$ cat config.mk
export PLATFORM = sky130hd
export DESIGN_NAME = utc_to_local_dst_calendar
export DESIGN_NICKNAME = d
export VERILOG_FILES = /design/src/ucal_pkg.sv /design/src/ucal_prep.sv /design/src/ucal_offset.sv /design/src/ucal_roll.sv /design/src/utc_to_local_dst_calendar.sv
export VERILOG_INCLUDE_DIRS = /design/src /design/src/src
export SDC_FILE = /design/constraint.sdc
export NUM_CORES = 1
export LEC_CHECK = 0
export BUFFER_PORTS_ARGS = -buffer_cell sky130_fd_sc_hd__buf_2
export CAP_MARGIN = 10
export CORE_AREA = 5 5 152 125
export CTS_BUF_LIST = sky130_fd_sc_hd__clkbuf_8
export CTS_CLUSTER_SIZE = 40
export DETAILED_ROUTE_END_ITERATION = 12
export DIE_AREA = 0 0 157 130
export GPL_ROUTABILITY_DRIVEN = 0
export GPL_TIMING_DRIVEN = 1
export PLACE_DENSITY_LB_ADDON = 0.15
export SLEW_MARGIN = 15
export SYNTH_ARGS = -nofsm -noshare
export SYNTH_HDL_FRONTEND = slang
export SYNTH_SLANG_ARGS = --single-unit
$ cat constraint.sdc
create_clock -name aclk -period 12.06 [get_ports aclk]
set_input_delay 2.412 -clock aclk [delete_from_list [all_inputs] [get_ports aclk]]
set_output_delay 2.412 -clock aclk [all_outputs]
set_load 0.01 [all_outputs]
$ cat src/utc_to_local_dst_calendar_defines.svh
// ----------------------------------------------------------------------------
// UTC to local time converter - assertion macros
// Shared property wrappers for the checks inside the converter pipeline.
// ----------------------------------------------------------------------------
`ifndef UTC_TO_LOCAL_DST_CALENDAR_DEFINES_SVH
`define UTC_TO_LOCAL_DST_CALENDAR_DEFINES_SVH

// Same-cycle implication, disabled while reset is asserted
`define UCAL_ASSERT_NOW(label, clk, rstn, ante, cons) \
    label: assert property (@(posedge clk) disable iff (!(rstn)) (ante) |-> (cons)) \
        else $error("ucal check failed: same-cycle implication");

// Next-cycle implication, disabled while reset is asserted
`define UCAL_ASSERT_NEXT(label, clk, rstn, ante, cons) \
    label: assert property (@(posedge clk) disable iff (!(rstn)) (ante) |=> (cons)) \
        else $error("ucal check failed: next-cycle implication");

`endif

$ cat src/ucal_pkg.sv
// ----------------------------------------------------------------------------
// UTC to local time converter - package
// Field widths, calendar constants, month table and inter-stage types.
// ----------------------------------------------------------------------------
package ucal_pkg;

    localparam int YEAR_W  = 12;
    localparam int MONTH_W = 4;
    localparam int DAY_W   = 5;
    localparam int WDAY_W  = 3;
    localparam int HOUR_W  = 5;

    localparam int IN_DATA_W  = 32;
    localparam int OUT_DATA_W = 32;

    localparam logic [DAY_W-1:0]   SUMMER_DAY_MIN = 5'd25;
    localparam logic [HOUR_W:0]    LAST_HOUR      = 6'd23;
    localparam logic [HOUR_W:0]    HOURS_PER_DAY  = 6'd24;

    localparam logic [MONTH_W-1:0] JANUARY  = 4'd1;
    localparam logic [MONTH_W-1:0] FEBRUARY = 4'd2;
    localparam logic [MONTH_W-1:0] MARCH    = 4'd3;
    localparam logic [MONTH_W-1:0] APRIL    = 4'd4;
    localparam logic [MONTH_W-1:0] OCTOBER  = 4'd10;
    localparam logic [MONTH_W-1:0] DECEMBER = 4'd12;

    localparam logic [WDAY_W-1:0]  MONDAY = 3'd1;
    localparam logic [WDAY_W-1:0]  SUNDAY = 3'd7;

    // Undefined month codes count as 31 days
    localparam logic [DAY_W-1:0] MONTH_DAYS [0:15] = '{
        5'd31, 5'd31, 5'd28, 5'd31, 5'd30, 5'd31, 5'd30, 5'd31,
        5'd31, 5'd30, 5'd31, 5'd30, 5'd31, 5'd31, 5'd31, 5'd31
    };

    typedef struct packed {
        logic [YEAR_W-1:0]  year;
        logic [MONTH_W-1:0] month;
        logic [DAY_W-1:0]   day;
        logic [WDAY_W-1:0]  weekday;
        logic [HOUR_W-1:0]  hour;
    } ucal_in_t;

    typedef struct packed {
        logic [YEAR_W-1:0]  year;
        logic [MONTH_W-1:0] month;
        logic [DAY_W-1:0]   day;
        logic [WDAY_W-1:0]  weekday;
        logic [HOUR_W-1:0]  hour;
        logic [DAY_W-1:0]   month_last;
        logic               last_sunday;
        logic               past_last_sunday;
    } ucal_prep_t;

    typedef struct packed {
        logic [YEAR_W-1:0]  year;
        logic [MONTH_W-1:0] month;
        logic [DAY_W-1:0]   day;
        logic [WDAY_W-1:0]  weekday;
        logic [HOUR_W-1:0]  hour;
        logic [DAY_W-1:0]   month_last;
        logic               day_wrap;
        logic               summer;
    } ucal_offs_t;

    typedef struct packed {
        logic [YEAR_W-1:0]  year;
        logic [MONTH_W-1:0] month;
        logic [DAY_W-1:0]   day;
        logic [WDAY_W-1:0]  weekday;
        logic [HOUR_W-1:0]  hour;
        logic               summer;
    } ucal_out_t;

endpackage

$ cat src/ucal_prep.sv
// ----------------------------------------------------------------------------
// UTC to local time converter - stage 1
// Month length lookup, leap February and last-Sunday tests.
// ----------------------------------------------------------------------------
module ucal_prep
    import ucal_pkg::*;
(
    input  logic       aclk,
    input  logic       aresetn,
    input  logic       in_valid,
    output logic       in_ready,
    input  ucal_in_t   in_data,
    output logic       out_valid,
    input  logic       out_ready,
    output ucal_prep_t out_data
);

    logic             valid_reg;
    ucal_prep_t       data_reg;
    ucal_prep_t       data_next;
    logic [WDAY_W-1:0] dow;
    logic             leap_feb;

    assign in_ready  = !valid_reg || out_ready;
    assign out_valid = valid_reg;
    assign out_data  = data_reg;

    always_comb begin
        // 0 = Sunday; code 0 also counts as Sunday
        dow      = (in_data.weekday == SUNDAY) ? '0 : in_data.weekday;
        leap_feb = (in_data.month == FEBRUARY) && (in_data.year[1:0] == 2'b00);

        data_next.year       = in_data.year;
        data_next.month      = in_data.month;
        data_next.day        = in_data.day;
        data_next.weekday    = in_data.weekday;
        data_next.hour       = in_data.hour;
        data_next.month_last = MONTH_DAYS[in_data.month] + {{(DAY_W-1){1'b0}}, leap_feb};
        data_next.last_sunday = (in_data.day >= SUMMER_DAY_MIN) && (dow == '0);
        // most recent Sunday falls on or after the threshold day
        data_next.past_last_sunday = {1'b0, in_data.day} >=
                                     ({1'b0, SUMMER_DAY_MIN} + {3'b000, dow});
    end

    always_ff @(posedge aclk) begin
        if (!aresetn) begin
            valid_reg <= 1'b0;
        end else if (in_ready) begin
            valid_reg <= in_valid;
        end
    end

    always_ff @(posedge aclk) begin
        if (in_valid && in_ready) begin
            data_reg <= data_next;
        end
    end

endmodule

$ cat src/ucal_offset.sv
// ----------------------------------------------------------------------------
// UTC to local time converter - stage 2
// Summer-time decision, hour offset and day-wrap detection.
// ----------------------------------------------------------------------------
module ucal_offset
    import ucal_pkg::*;
(
    input  logic       aclk,
    input  logic       aresetn,
    input  logic       in_valid,
    output logic       in_ready,
    input  ucal_prep_t in_data,
    output logic       out_valid,
    input  logic       out_ready,
    output ucal_offs_t out_data
);

    logic            valid_reg;
    ucal_offs_t      data_reg;
    ucal_offs_t      data_next;
    logic            summer;
    logic [HOUR_W:0] hour_sum;
    logic            wrap;

    assign in_ready  = !valid_reg || out_ready;
    assign out_valid = valid_reg;
    assign out_data  = data_reg;

    always_comb begin
        if (in_data.month > MARCH && in_data.month < OCTOBER) begin
            summer = 1'b1;
        end else if (in_data.month == MARCH) begin
            summer = in_data.last_sunday ? (in_data.hour != '0) : in_data.past_last_sunday;
        end else if (in_data.month == OCTOBER) begin
            summer = in_data.last_sunday ? (in_data.hour == '0) : !in_data.past_last_sunday;
        end else begin
            summer = 1'b0;
        end

        hour_sum = {1'b0, in_data.hour} + (summer ? 6'd2 : 6'd1);
        wrap     = hour_sum > LAST_HOUR;

        data_next.year       = in_data.year;
        data_next.month      = in_data.month;
        data_next.day        = in_data.day;
        data_next.weekday    = in_data.weekday;
        data_next.month_last = in_data.month_last;
        data_next.hour       = wrap ? HOUR_W'(hour_sum - HOURS_PER_DAY) : hour_sum[HOUR_W-1:0];
        data_next.day_wrap   = wrap;
        data_next.summer     = summer;
    end

    always_ff @(posedge aclk) begin
        if (!aresetn) begin
            valid_reg <= 1'b0;
        end else if (in_ready) begin
            valid_reg <= in_valid;
        end
    end

    always_ff @(posedge aclk) begin
        if (in_valid && in_ready) begin
            data_reg <= data_next;
        end
    end

endmodule

$ cat src/ucal_roll.sv
// ----------------------------------------------------------------------------
// UTC to local time converter - stage 3
// Weekday, day, month and year rollover; output register.
// ----------------------------------------------------------------------------
module ucal_roll
    import ucal_pkg::*;
(
    input  logic       aclk,
    input  logic       aresetn,
    input  logic       in_valid,
    output logic       in_ready,
    input  ucal_offs_t in_data,
    output logic       out_valid,
    input  logic       out_ready,
    output ucal_out_t  out_data
);

    logic      valid_reg;
    ucal_out_t data_reg;
    ucal_out_t data_next;

    assign in_ready  = !valid_reg || out_ready;
    assign out_valid = valid_reg;
    assign out_data  = data_reg;

    always_comb begin
        data_next.year    = in_data.year;
        data_next.month   = in_data.month;
        data_next.day     = in_data.day;
        data_next.weekday = in_data.weekday;
        data_next.hour    = in_data.hour;
        data_next.summer  = in_data.summer;

        if (in_data.day_wrap) begin
            data_next.weekday = (in_data.weekday == SUNDAY) ? MONDAY
                                                            : in_data.weekday + 3'd1;
            // any day at or past the month end starts the next month
            if (in_data.day >= in_data.month_last) begin
                data_next.day = 5'd1;
                if (in_data.month == DECEMBER) begin
                    data_next.month = JANUARY;
                    data_next.year  = in_data.year + 12'd1;
                end else begin
                    data_next.month = in_data.month + 4'd1;
                end
            end else begin
                data_next.day = in_data.day + 5'd1;
            end
        end
    end

    always_ff @(posedge aclk) begin
        if (!aresetn) begin
            valid_reg <= 1'b0;
        end else if (in_ready) begin
            valid_reg <= in_valid;
        end
    end

    always_ff @(posedge aclk) begin
        if (in_valid && in_ready) begin
            data_reg <= data_next;
        end
    end

endmodule

$ cat src/utc_to_local_dst_calendar.sv
// ----------------------------------------------------------------------------
// UTC to local time converter - top level
// UTC date and hour to Central European time with summer-time hour.
// ----------------------------------------------------------------------------
// Channel   Dir   Content
// s_*       in    UTC year, month, day, weekday, hour
// m_*       out   local year, month, day, weekday, hour, summer flag
//
// Three register stages (prep, offset, roll); m_tvalid rises once an accepted item reaches the roll register.
// One transaction per cycle sustained while m_tready stays high; each stage has its own valid bit.
// A stage takes new data when empty or when the stage after it moves on.
// aresetn (synchronous) clears the valid bits only; data registers are not reset.
// ----------------------------------------------------------------------------
`include "utc_to_local_dst_calendar_defines.svh"

module utc_to_local_dst_calendar
    import ucal_pkg::*;
(
    input  logic                  aclk,
    input  logic                  aresetn,
    input  logic                  s_tvalid,
    output logic                  s_tready,
    // [11:0] utc_year, [15:12] utc_month, [20:16] utc_day,
    // [23:21] utc_weekday, [28:24] utc_hour, [31:29] zero
    input  logic [IN_DATA_W-1:0]  s_tdata,
    output logic                  m_tvalid,
    input  logic                  m_tready,
    // [11:0] local_year, [15:12] local_month, [20:16] local_day,
    // [23:21] local_weekday, [28:24] local_hour, [29] summer_time, [31:30] zero
    output logic [OUT_DATA_W-1:0] m_tdata
);

    ucal_in_t   in_item;
    ucal_prep_t prep_data;
    ucal_offs_t offs_data;
    ucal_out_t  out_item;
    logic       prep_valid;
    logic       prep_ready;
    logic       offs_valid;
    logic       offs_ready;

    assign in_item.year    = s_tdata[11:0];
    assign in_item.month   = s_tdata[15:12];
    assign in_item.day     = s_tdata[20:16];
    assign in_item.weekday = s_tdata[23:21];
    assign in_item.hour    = s_tdata[28:24];

    ucal_prep u_prep (
        .aclk      (aclk),
        .aresetn   (aresetn),
        .in_valid  (s_tvalid),
        .in_ready  (s_tready),
        .in_data   (in_item),
        .out_valid (prep_valid),
        .out_ready (prep_ready),
        .out_data  (prep_data)
    );

    ucal_offset u_offset (
        .aclk      (aclk),
        .aresetn   (aresetn),
        .in_valid  (prep_valid),
        .in_ready  (prep_ready),
        .in_data   (prep_data),
        .out_valid (offs_valid),
        .out_ready (offs_ready),
        .out_data  (offs_data)
    );

    ucal_roll u_roll (
        .aclk      (aclk),
        .aresetn   (aresetn),
        .in_valid  (offs_valid),
        .in_ready  (offs_ready),
        .in_data   (offs_data),
        .out_valid (m_tvalid),
        .out_ready (m_tready),
        .out_data  (out_item)
    );

    assign m_tdata = {2'b00, out_item.summer, out_item.hour, out_item.weekday,
                      out_item.day, out_item.month, out_item.year};

    // input back-pressure only when every stage is full and the sink stalls
    `UCAL_ASSERT_NOW(a_full_stall, aclk, aresetn, !s_tready, m_tvalid && !m_tready)
    // local hour always lands in a day
    `UCAL_ASSERT_NOW(a_hour_range, aclk, aresetn, m_tvalid, out_item.hour < 5'd24)
    // summer hour only from March to October, or November just after a wrap
    `UCAL_ASSERT_NOW(a_summer_month, aclk, aresetn, m_tvalid && out_item.summer,
        out_item.month >= MARCH && out_item.month <= 4'd11)
    // a full pipeline stalled at the sink keeps its output on the next edge
    `UCAL_ASSERT_NEXT(a_stall_keep, aclk, aresetn, !s_tready, m_tvalid)

endmodule

## After elaboration in Yosys (flattened, before gate mapping)

Memory sizes are Yosys's and may differ from the RTL's.
Cells that the tools add are included.

| storage, ports and cells | value |
|---|---|
| register bits | 105 |
| ROM bits | 80 |
| output and inout port bits | 34 |
| memories kept | 1 |

Memories:

| name | words | width | read ports | clocked after memory_dff | write ports | RTL line | RTL |
|---|---|---|---|---|---|---|---|
| (name not given) | 16 | 5 | 1 | 0 | 0 | ucal_prep.sv:38 | `data_next.month_last = MONTH_DAYS[in_data.month] + {{(DAY_W-1){1'b0}}, leap_feb};` |

| operators by class | value |
|---|---|
| $add $sub $neg | 8 |
| order comparisons | 7 |
| equality and inequality tests | 6 |
| muxes and demuxes | 16 |
| bitwise gates (word level) | 1 |
| reductions and logical operators | 17 |

Operators with widths:

| operator | count |
|---|---|
| two-way mux 24 bit | 1 |
| two-way mux 5 bit | 4 |
| two-way mux 16 bit | 1 |
| adder 12 x 1 -> 12 bit (second input constant) | 1 |
| two-way mux 12 bit | 1 |
| greater-or-equal comparator 5 bit (second input constant) | 2 |
| == test 4 x 2 -> 1 bit (second input constant) | 2 |
| == test 4 bit (second input constant) | 2 |
| adder 5 x 2 -> 6 bit | 1 |
| adder 5 x 3 -> 6 bit (first input constant) | 1 |
| == test 3 bit (second input constant) | 2 |
| greater-or-equal comparator 5 x 6 -> 1 bit | 1 |
| greater-than comparator 6 x 5 -> 1 bit (second input constant) | 1 |
| logical AND 1 bit | 6 |
| two-way mux 3 bit | 2 |
| adder 5 x 1 -> 5 bit | 1 |
| adder 5 x 1 -> 5 bit (second input constant) | 1 |
| greater-or-equal comparator 5 bit | 1 |
| zero test 5 bit | 1 |
| two-way mux 1 bit | 5 |
| NOT 4 -> 5 bit | 1 |
| nonzero test 5 bit | 1 |
| subtractor 5 bit (second input constant) | 1 |
| adder 4 x 1 -> 4 bit (second input constant) | 1 |
| 9 further kinds | 14 |

## Logic depth before layout (Yosys ltp)

Gate-level depths: netlist of the first run.

| depth | value |
|---|---|
| depth in word-level cells | 9 |
| mapped depth | 13 |
| gate-level depth less buffers | 12 |

## By module

Synthesis of the first run repeated with hierarchy kept, for this count alone.

| second synthesis, totals | value |
|---|---|
| cell total of the unflattened synthesis | 288 |
| area total of the unflattened synthesis | 4,366.7 um^2 |

By module, submodules not included:

| module | instances | cells an instance | area an instance (um^2) | seq. area each (um^2) |
|---|---|---|---|---|
| ucal_roll | 1 | 140 | 1,679.1 | 920.9 |
| ucal_offset | 1 | 74 | 1,347.5 | 1,101.1 |
| ucal_prep | 1 | 71 | 1,321.3 | 1,041.0 |
| utc_to_local_dst_calendar | 1 | 3 | 18.8 | 0.0 |

## Worst setup path before layout of the first run

No wires, ideal clock.

| timing | value |
|---|---|
| path type | input -> register |
| start | input port m_tready |
| end | register u_offset.data_reg (netlist bit u_offset.out_data[0]) (enable) |
| library setup time | 477 ps |
| data arrival time | 5,020 ps |
| setup slack | 6,563 ps |
| stages | 2 |
| buffers on the path | 0 |
| cells stage by stage | nor2b_1 a21boi_0 |

| on the way | value |
|---|---|
| word-level cells in the longest chain between the ends | 3 |

RTL lines:

| item | RTL line | RTL |
|---|---|---|
| from (decl) | utc_to_local_dst_calendar.sv:27 | `input logic m_tready,` |
| logical OR 1 bit | ucal_roll.sv:22 | `assign in_ready = !valid_reg \|\| out_ready;` |
| logical OR 1 bit | ucal_offset.sv:25 | `assign in_ready = !valid_reg \|\| out_ready;` |
| logical AND 1 bit | ucal_offset.sv:62 | `if (in_valid && in_ready) begin` |
| to (signal assigned) | ucal_offset.sv:63 | `data_reg <= data_next;` |
| to (decl) | ucal_offset.sv:19 | `ucal_offs_t data_reg;` |

Every way passes these cells.
A chain may end at the register's enable or synchronous reset.

## Final worst setup path of the first run

| timing | value |
|---|---|
| start | input port m_tready |
| end | output port s_tready |

| on the way | value |
|---|---|
| word-level cells in the longest chain between the ends | 3 |

RTL lines:

| item | RTL line | RTL |
|---|---|---|
| logical OR 1 bit | ucal_roll.sv:22 |  |
| logical OR 1 bit | ucal_offset.sv:25 |  |
| logical OR 1 bit | ucal_prep.sv:24 | `assign in_ready = !valid_reg \|\| out_ready;` |
| to (decl) | utc_to_local_dst_calendar.sv:22 | `output logic s_tready,` |

Every way passes these cells.

==> run summary, run 1 <==
Main synth FF type - edfxtp_1
Warnings, synthesis - 0
Synth Register Bits - 101
Number of global-route vias before repair - 2415
Worst-path clk slew - 0.09 ns
Post-DRT Antenna Nets - 0
Startpoint types - input pin
Sequential area share after synthesis - 70.5%
Cell count after synthesis - 277
Reg2reg setup slack - 9.24 ns
Skew final - 0.00739 ns
Max rail drop VDD - 0.0451 mV
Placed wire-length estimate - 5590 um
Max-cap violations - 0
P_leak - 1.86 nW
WP data required - 9.65 ns
Layout cells sized above 1 - 26.9%
Wire per inst - 13.1 um
Avg Vias per Cell - 4.04
Clk sinks - 101
Detailed Route WL - 7590 um
Congestion Overflow GR - 0
Post_cts resized - 0
Core ar. - 17200 sq um
Fraction of registers with async set/reset - 0%
Setup TNS - 0 ns
CTS Hold Bufs - 0
Slowest cell on crit path - nor2b_1
Multi-input gate area - 1180 sq um
Max Transition Viols Final - 0
Crit path DAT - 3.37 ns
Peak fanout along the critical path - 6
Outcome - complete, no violations
I/O pin count - 70
Clk Latency, worst-skew pair - 0.37 ns
Unique masters post-synth - 46
Initial drt markers - 73
Worst Path Class, Setup - input pin to primary output
Port Buffers - 64
Worst setup EP type - primary output
Global Route Usage Sum - 8.10%
Power Dens Cells - 132 nW/um^2
Synthesized area - 4260 sq um
Average cell area after synthesis - 15.4 sq um
CP Cell Sequence - buf_2, nor2b_1, nand3_1, buf_2
Fmax - 173 MHz
Max clock buf depth - 2
Relative slew slack - 25.9%
Residual DRC count - 0
Place WS - 6.29 ns
Final WS setup - 6.28 ns
Inserted Diodes - 0
Final setup violation count - 0
Top cell by count, worst path - buf_2
CP delay by family, top - simple AND/OR/NAND/NOR gates
TritonCTS clock tree - built
Area Growth Syn to Fin - 18.1%
Drt pass-1 iters - 4
Largest net degree at the start of global routing - 35
Initial core utilization - 24.8%
First-pass GRT wire length - 12500 um
Die height - 130 um
Final hold vios - 0
# nets final - 407
Least-Margin Pin Slew - 1.11 ns
Total die area - 20400 sq um
Via count - 2337
Yosys top cell area share - 69.1%
FF+latch area - 3000 sq um
Row count - 43
RSZ-0062 raised after global routing - no
Synth area leader - edfxtp_1
Crit path time final - 5.78 ns
Width of the die - 157 um
Initial antenna violation count - 0
CTS root buf - clkbuf_8
Total CTS buffers - 9
Number of fillers in the final layout - 1733
CP max stage delay - 0.52 ns
Buf/Inv on CP - 2
Min-Delay Path Class - flop to flop
Tcrit/Tclk final - 47.9%
Largest cells by area after synthesis - edfxtp_1 69%, ha_1 6.5%, xnor2_1 1.9%, dfxtp_1 1.4%, nand3_1 1.4%
Post-synth EDFFs - 98
Setup Buffers After CTS - 0
H-tree levels - 3
==> cell usage in the layout (no fill, tap or decap), drive strengths merged <==
cell / n
buf: 67
a21oi: 7
a22o: 2
a21boi: 3
o2bb2ai: 1
xor2: 5
a31oi: 5
ha: 22
xnor2: 9
a31o: 1
and3: 7
nor3: 6
o311ai: 3
dfxtp: 3
fa: 1
nand2: 8
a21o: 3
o31ai: 1
clkbuf: 9
nand4b: 1
o21a: 2
o21ai: 10
nor2b: 8
inv: 18
nor2: 11
nor3b: 1
edfxtp: 98
nand2b: 6
or4b: 1
nand4: 4
nand3: 14
or3: 1
and4: 2
clkinv: 1
mux2i: 1
conb: 2
mux2: 4
a211oi: 1
and2: 1
clkinvlp: 3
==> flip-flops by register name, indices dropped and copies added, names as in the netlist <==
name and flops:
u_roll.out_data 30, u_prep.out_data 34, u_roll.out_valid 1, u_offset.out_valid 1, u_prep.out_valid 1, u_offset.out_data 34
==> logic make-up after synthesis <==
| group | Yosys count | share of synthesized area [%] |
|---|---|---|
| flops | 101 | 70.5 |
| simple gates | 71 | 9.55 |
| compound gates | 39 | 6.03 |
| fa+ha+maj | 23 | 6.94 |
| buf+inv | 23 | 2.59 |
| xor+xnor | 14 | 2.88 |
| mux | 5 | 1.38 |
| other cells | 1 | 0.0881 |
==> stage by stage <==
| step | utilization, % | power, mW | cell area (sq um) | cells | hold WS, ns |
|---|---|---|---|---|---|
| 6_report | 29.3 | 0.664 | 5030 | 578 | 0.419 |
| 5_1_grt | 29.3 | 0.705 | 5030 | 578 | 0.436 |
| 4_1_cts | 29.3 | 0.679 | 5030 | 578 | 0.419 |
| 3_5_place_dp | 28.3 | 0.485 | 4860 | 562 | 0.405 |
| 3_3_place_gp | 28.3 | 0.484 | 4860 | 562 | 0.401 |
| 2_1_floorplan | - | 0.463 | 4260 | 278 | 0.400 |
==> report_power, final <==
part	switching [mW]	internal [mW]	leakage [nW]	total [mW]
clock network	0.115	0.0738	0.0842	0.189
registers	0.00957	0.410	0.952	0.419
logic	0.0322	0.0238	0.826	0.0561
==> synthesized netlist by cell type, drive strengths merged, types with 4 or more instances <==
| master | instances |
|---|---|
| nand2b | 6 |
| buf | 5 |
| nor3 | 6 |
| nand2 | 8 |
| nor2b | 8 |
| nand3 | 14 |
| xor2 | 5 |
| xnor2 | 9 |
| inv | 15 |
| and3 | 7 |
| mux2 | 4 |
| nor2 | 11 |
| o21ai | 10 |
| a21oi | 7 |
| nand4 | 4 |
| ha | 22 |
| a31oi | 5 |
| edfxtp | 98 |
==> routing by layer <==
metal | GRT usage (%) | vias up | wire [um]
met1 | 10.2 | 1094 | 3550
met2 | 12.3 | 54 | 3470
li1 | - | 1182 | -
met4 | 3.06 | 0 | 120
met5 | 0 | - | 0
met3 | 3.58 | 7 | 448
==> area by class of cell <==
type	instances	area share [%]
sequential	101	59.7
multi-input combinational	154	23.4
timing repair buffer	67	6.82
tap	225	5.60
clock buffer	9	2.46
inverter	15	1.12
clock inverter	7	0.871
==> final timing paths <==
path                                      startpoint                   end  depth (start not counted)
worst max-delay path                        m_tready              s_tready                          4
worst min-delay path            u_offset.out_data[0]    u_roll.out_data[0]                          0
worst max register to register   u_prep.out_data[11]  u_offset.out_data[1]                         11
worst min register to register  u_offset.out_data[0]    u_roll.out_data[0]                          0
Note: power is estimated with default switching activity, not from simulation.
==> run 2, diff against run 1 <==
--- a/config.mk
+++ b/config.mk
@@ -6,13 +6,14 @@
 export SDC_FILE = /design/constraint.sdc
 export NUM_CORES = 1
 export LEC_CHECK = 0
+export ABC_AREA = 1
 export BUFFER_PORTS_ARGS = -buffer_cell sky130_fd_sc_hd__buf_2
 export CAP_MARGIN = 10
-export CORE_AREA = 5 5 152 125
+export CORE_AREA = 5 5 154 127
 export CTS_BUF_LIST = sky130_fd_sc_hd__clkbuf_8
 export CTS_CLUSTER_SIZE = 40
 export DETAILED_ROUTE_END_ITERATION = 12
-export DIE_AREA = 0 0 157 130
+export DIE_AREA = 0 0 159 132
 export GPL_ROUTABILITY_DRIVEN = 0
 export GPL_TIMING_DRIVEN = 1
 export PLACE_DENSITY_LB_ADDON = 0.15
==> constraint.sdc (replaced) <==
create_clock -name aclk -period 5.21 [get_ports aclk]
set_input_delay 1.042 -clock aclk [delete_from_list [all_inputs] [get_ports aclk]]
set_output_delay 1.042 -clock aclk [all_outputs]
set_load 0.01 [all_outputs]
==> run 2 against run 1 <==
  * Hold slack worse by 0.0034 ns
  * Highest routed layer is now met5
  * Critical path type unchanged
  * Clock-buffer cell count unchanged
  * Critical path depth up 2
  * Combinational power up 110%
==> run summary, run 2 <==
Outcome - complete, no violations
WP data required - 4.17 ns
Inserted Diodes - 0
Commonest non-fill, non-tap cell in the layout - edfxtp_1
Post-synth EDFFs - 98
Initial antenna violation count - 1
Hold-critical path endpoint - u_offset.out_data[15]
Max clock buf depth - 2
Fin area - 5180 sq um
Fraction of registers with async set/reset - 0%
Post-route insts no fill - 648
P_leak - 2.12 nW
Most common cell in the netlist - edfxtp_1
Setup TNS - 0 ns
First-pass GRT wire length - 12900 um
Worst hold stages - 0
Post-synth top cells - 98 x edfxtp_1, 58 x nand2_1, 47 x inv_1, 25 x nor2_1, 22 x ha_1
Avg Vias per Cell - 3.85
TritonCTS clock tree - built
Synthesized-area fraction occupied by adder cells - 6.78%
Post-DRT Antenna Nets - 0
Initial core utilization - 24.5%
Yosys top cell area share - 67.6%
CTS Hold Bufs - 0
Power Dens Cells - 312 nW/um^2
Clock share of power - 33.7%
H-tree levels - 3
Startpoint types - input pin
Reg2reg start - u_prep.out_data[9]
Post_cts resized - 0
Main synth FF type - edfxtp_1
Layout cells sized above 1 - 23.2%
Peak fanout along the critical path - 3
Worst Path Class, Setup - input pin to primary output
Row count - 44
Placed wire-length estimate - 5940 um
Average cell area after synthesis - 12.8 sq um
P_int - 1.25 mW
Max Transition Viols Final - 0
Final WS setup - 2.48 ns
Least-Margin Pin Slew - 1.01 ns
Cell count after synthesis - 339
Max-cap violations - 0
Sequential area share after synthesis - 68.9%
Global Route Usage Sum - 7.91%
Reg power frac - 59.1%
Clk Latency, worst-skew pair - 0.37 ns
Crit path time final - 2.73 ns
Total CTS buffers - 9
Largest family of logic cells by synthesized area - simple AND/OR/NAND/NOR gates
Reg2reg setup slack - 2.78 ns
Switching power share of the total - 22.5%
Total die area - 21000 sq um
Tcrit/Tclk final - 52.4%
RSZ-0062 raised after global routing - no
Final setup violation count - 0
Via count - 2495
Worst-path clk slew - 0.09 ns
Largest net degree at the start of global routing - 35
Post-synthesis mux area share - 0%
Crit Reg-Reg Endpoint - u_offset.out_data[1]
Largest cells by area after synthesis - edfxtp_1 68%, ha_1 6.3%, nand2_1 5.0%, inv_1 4.1%, nor2_1 2.2%
Hold Slack - 0.416 ns
Worst setup EP type - primary output
R2R cell count - 11
Post-DP Area - 4960 sq um
Port Buffers - 64
Wire per inst - 12.2 um
Synthesized-area fraction occupied by xor and xnor cells - 2.82%
Psw - 0.363 mW
Synth area leader - edfxtp_1
Synthesized area - 4360 sq um
Crit path DAT - 1.69 ns
I/O pin count - 70
Max rail drop VDD - 0.136 mV
# nets final - 472
Core Util, Final - 29.2%
Area Growth Syn to Fin - 19.0%
Residual DRC count - 0
Warnings, synthesis - 0
Number of global-route vias before repair - 2556
Number of fillers in the final layout - 1816
Die height - 132 um
Final hold vios - 0
Core ar. - 17800 sq um
CTS root buf - clkbuf_8
Placed Cells - 632
Post-synthesis compound-gate area fraction - 3.13%
Width of the die - 159 um
Min-Delay Path Class - flop to flop
Unique masters post-synth - 33
Clk sinks - 101
Logic pwr share - 7.2%
Setup Buffers After CTS - 0
Congestion Overflow GR - 0
Relative slew slack - 32.3%
Synth Register Bits - 101
Drt pass-1 iters - 4
Synth Area in Simple Gates - 13.3%
Detailed Route WL - 7890 um
Hold Startpoint - u_prep.out_data[15]
Skew final - 0.00927 ns
Power Total - 1.61 mW
Place WS - 2.31 ns
Commonest cells after routing, fill and taps aside - 98 x edfxtp_1, 64 x buf_2, 58 x nand2_1
Fmax - 367 MHz
Initial drt markers - 107
-- run 2: cell types whose count changed after synthesis, moves of 6 or more --
cell,previous run,this run
nand4_1,4,11
inv_1,15,47
nor2b_1,8,0
nor2_1,11,25
nand2_1,8,58
nand2b_1,6,0
-- run 2: cell type report --
class / count / area, sq um / area share [%]
clock buffers: 9 / 124 / 2.39
clock inverters: 7 / 97.6 / 1.88
inverters: 49 / 184 / 3.55
multi-input cells: 186 / 1150 / 22.2
flip-flops and latches: 101 / 3000 / 57.9
well taps: 230 / 288 / 5.55
repair buffers: 66 / 335 / 6.47
-- run 2: cells by family (layout without fill, tap and decap cells) --
group	after synthesis	count (layout)
other	1	2
buffers and inverters	53	131
AOI/OAI and AO/OA	25	25
xor gates and xnor gates	14	14
adders and majority gates	23	23
and+or+nand+nor	122	122
DFF	101	101
-- run 2: per-layer routing --
metal	wire (um)	global-route usage, %	up-vias	share of wire (%)
li1	-	-	1306	-
met1	3700	9.80	1110	47
met2	3600	12.4	64	46
met3	417	2.97	13	5.3
met4	162	3.46	2	2.1
met5	11	0	-	0.14
-- run 2: worst max path at each step --
stage,start,to,slack (ns),cells after the start
detailed placement,s_tdata[22],u_prep.out_data[0],2.31,12
finish,m_tready,s_tready,2.48,6
global route,m_tready,s_tready,2.37,6
CTS,m_tready,s_tready,2.47,6
floorplan,m_tready,u_roll.out_data[0],2.22,2
global placement,s_tdata[21],u_prep.out_data[0],2.31,12
-- run 2: critical path: stages --
cell and delay [ns]:
buf_2 0.09, inv_1 0.09, nand2_1 0.08, nor2_1 0.13
nand2_1 0.10, buf_2 0.15
-- run 2: power by group through the flow --
stage / Clock [mW] / Sequential (mW) / Combinational (mW)
6_report: 0.545 / 0.954 / 0.116
5_1_grt: 0.607 / 0.960 / 0.135
4_1_cts: 0.577 / 0.955 / 0.120
3_5_place_dp: 0 / 0.974 / 0.120
3_3_place_gp: 0 / 0.973 / 0.117
2_1_floorplan: 0 / 0.970 / 0.0736
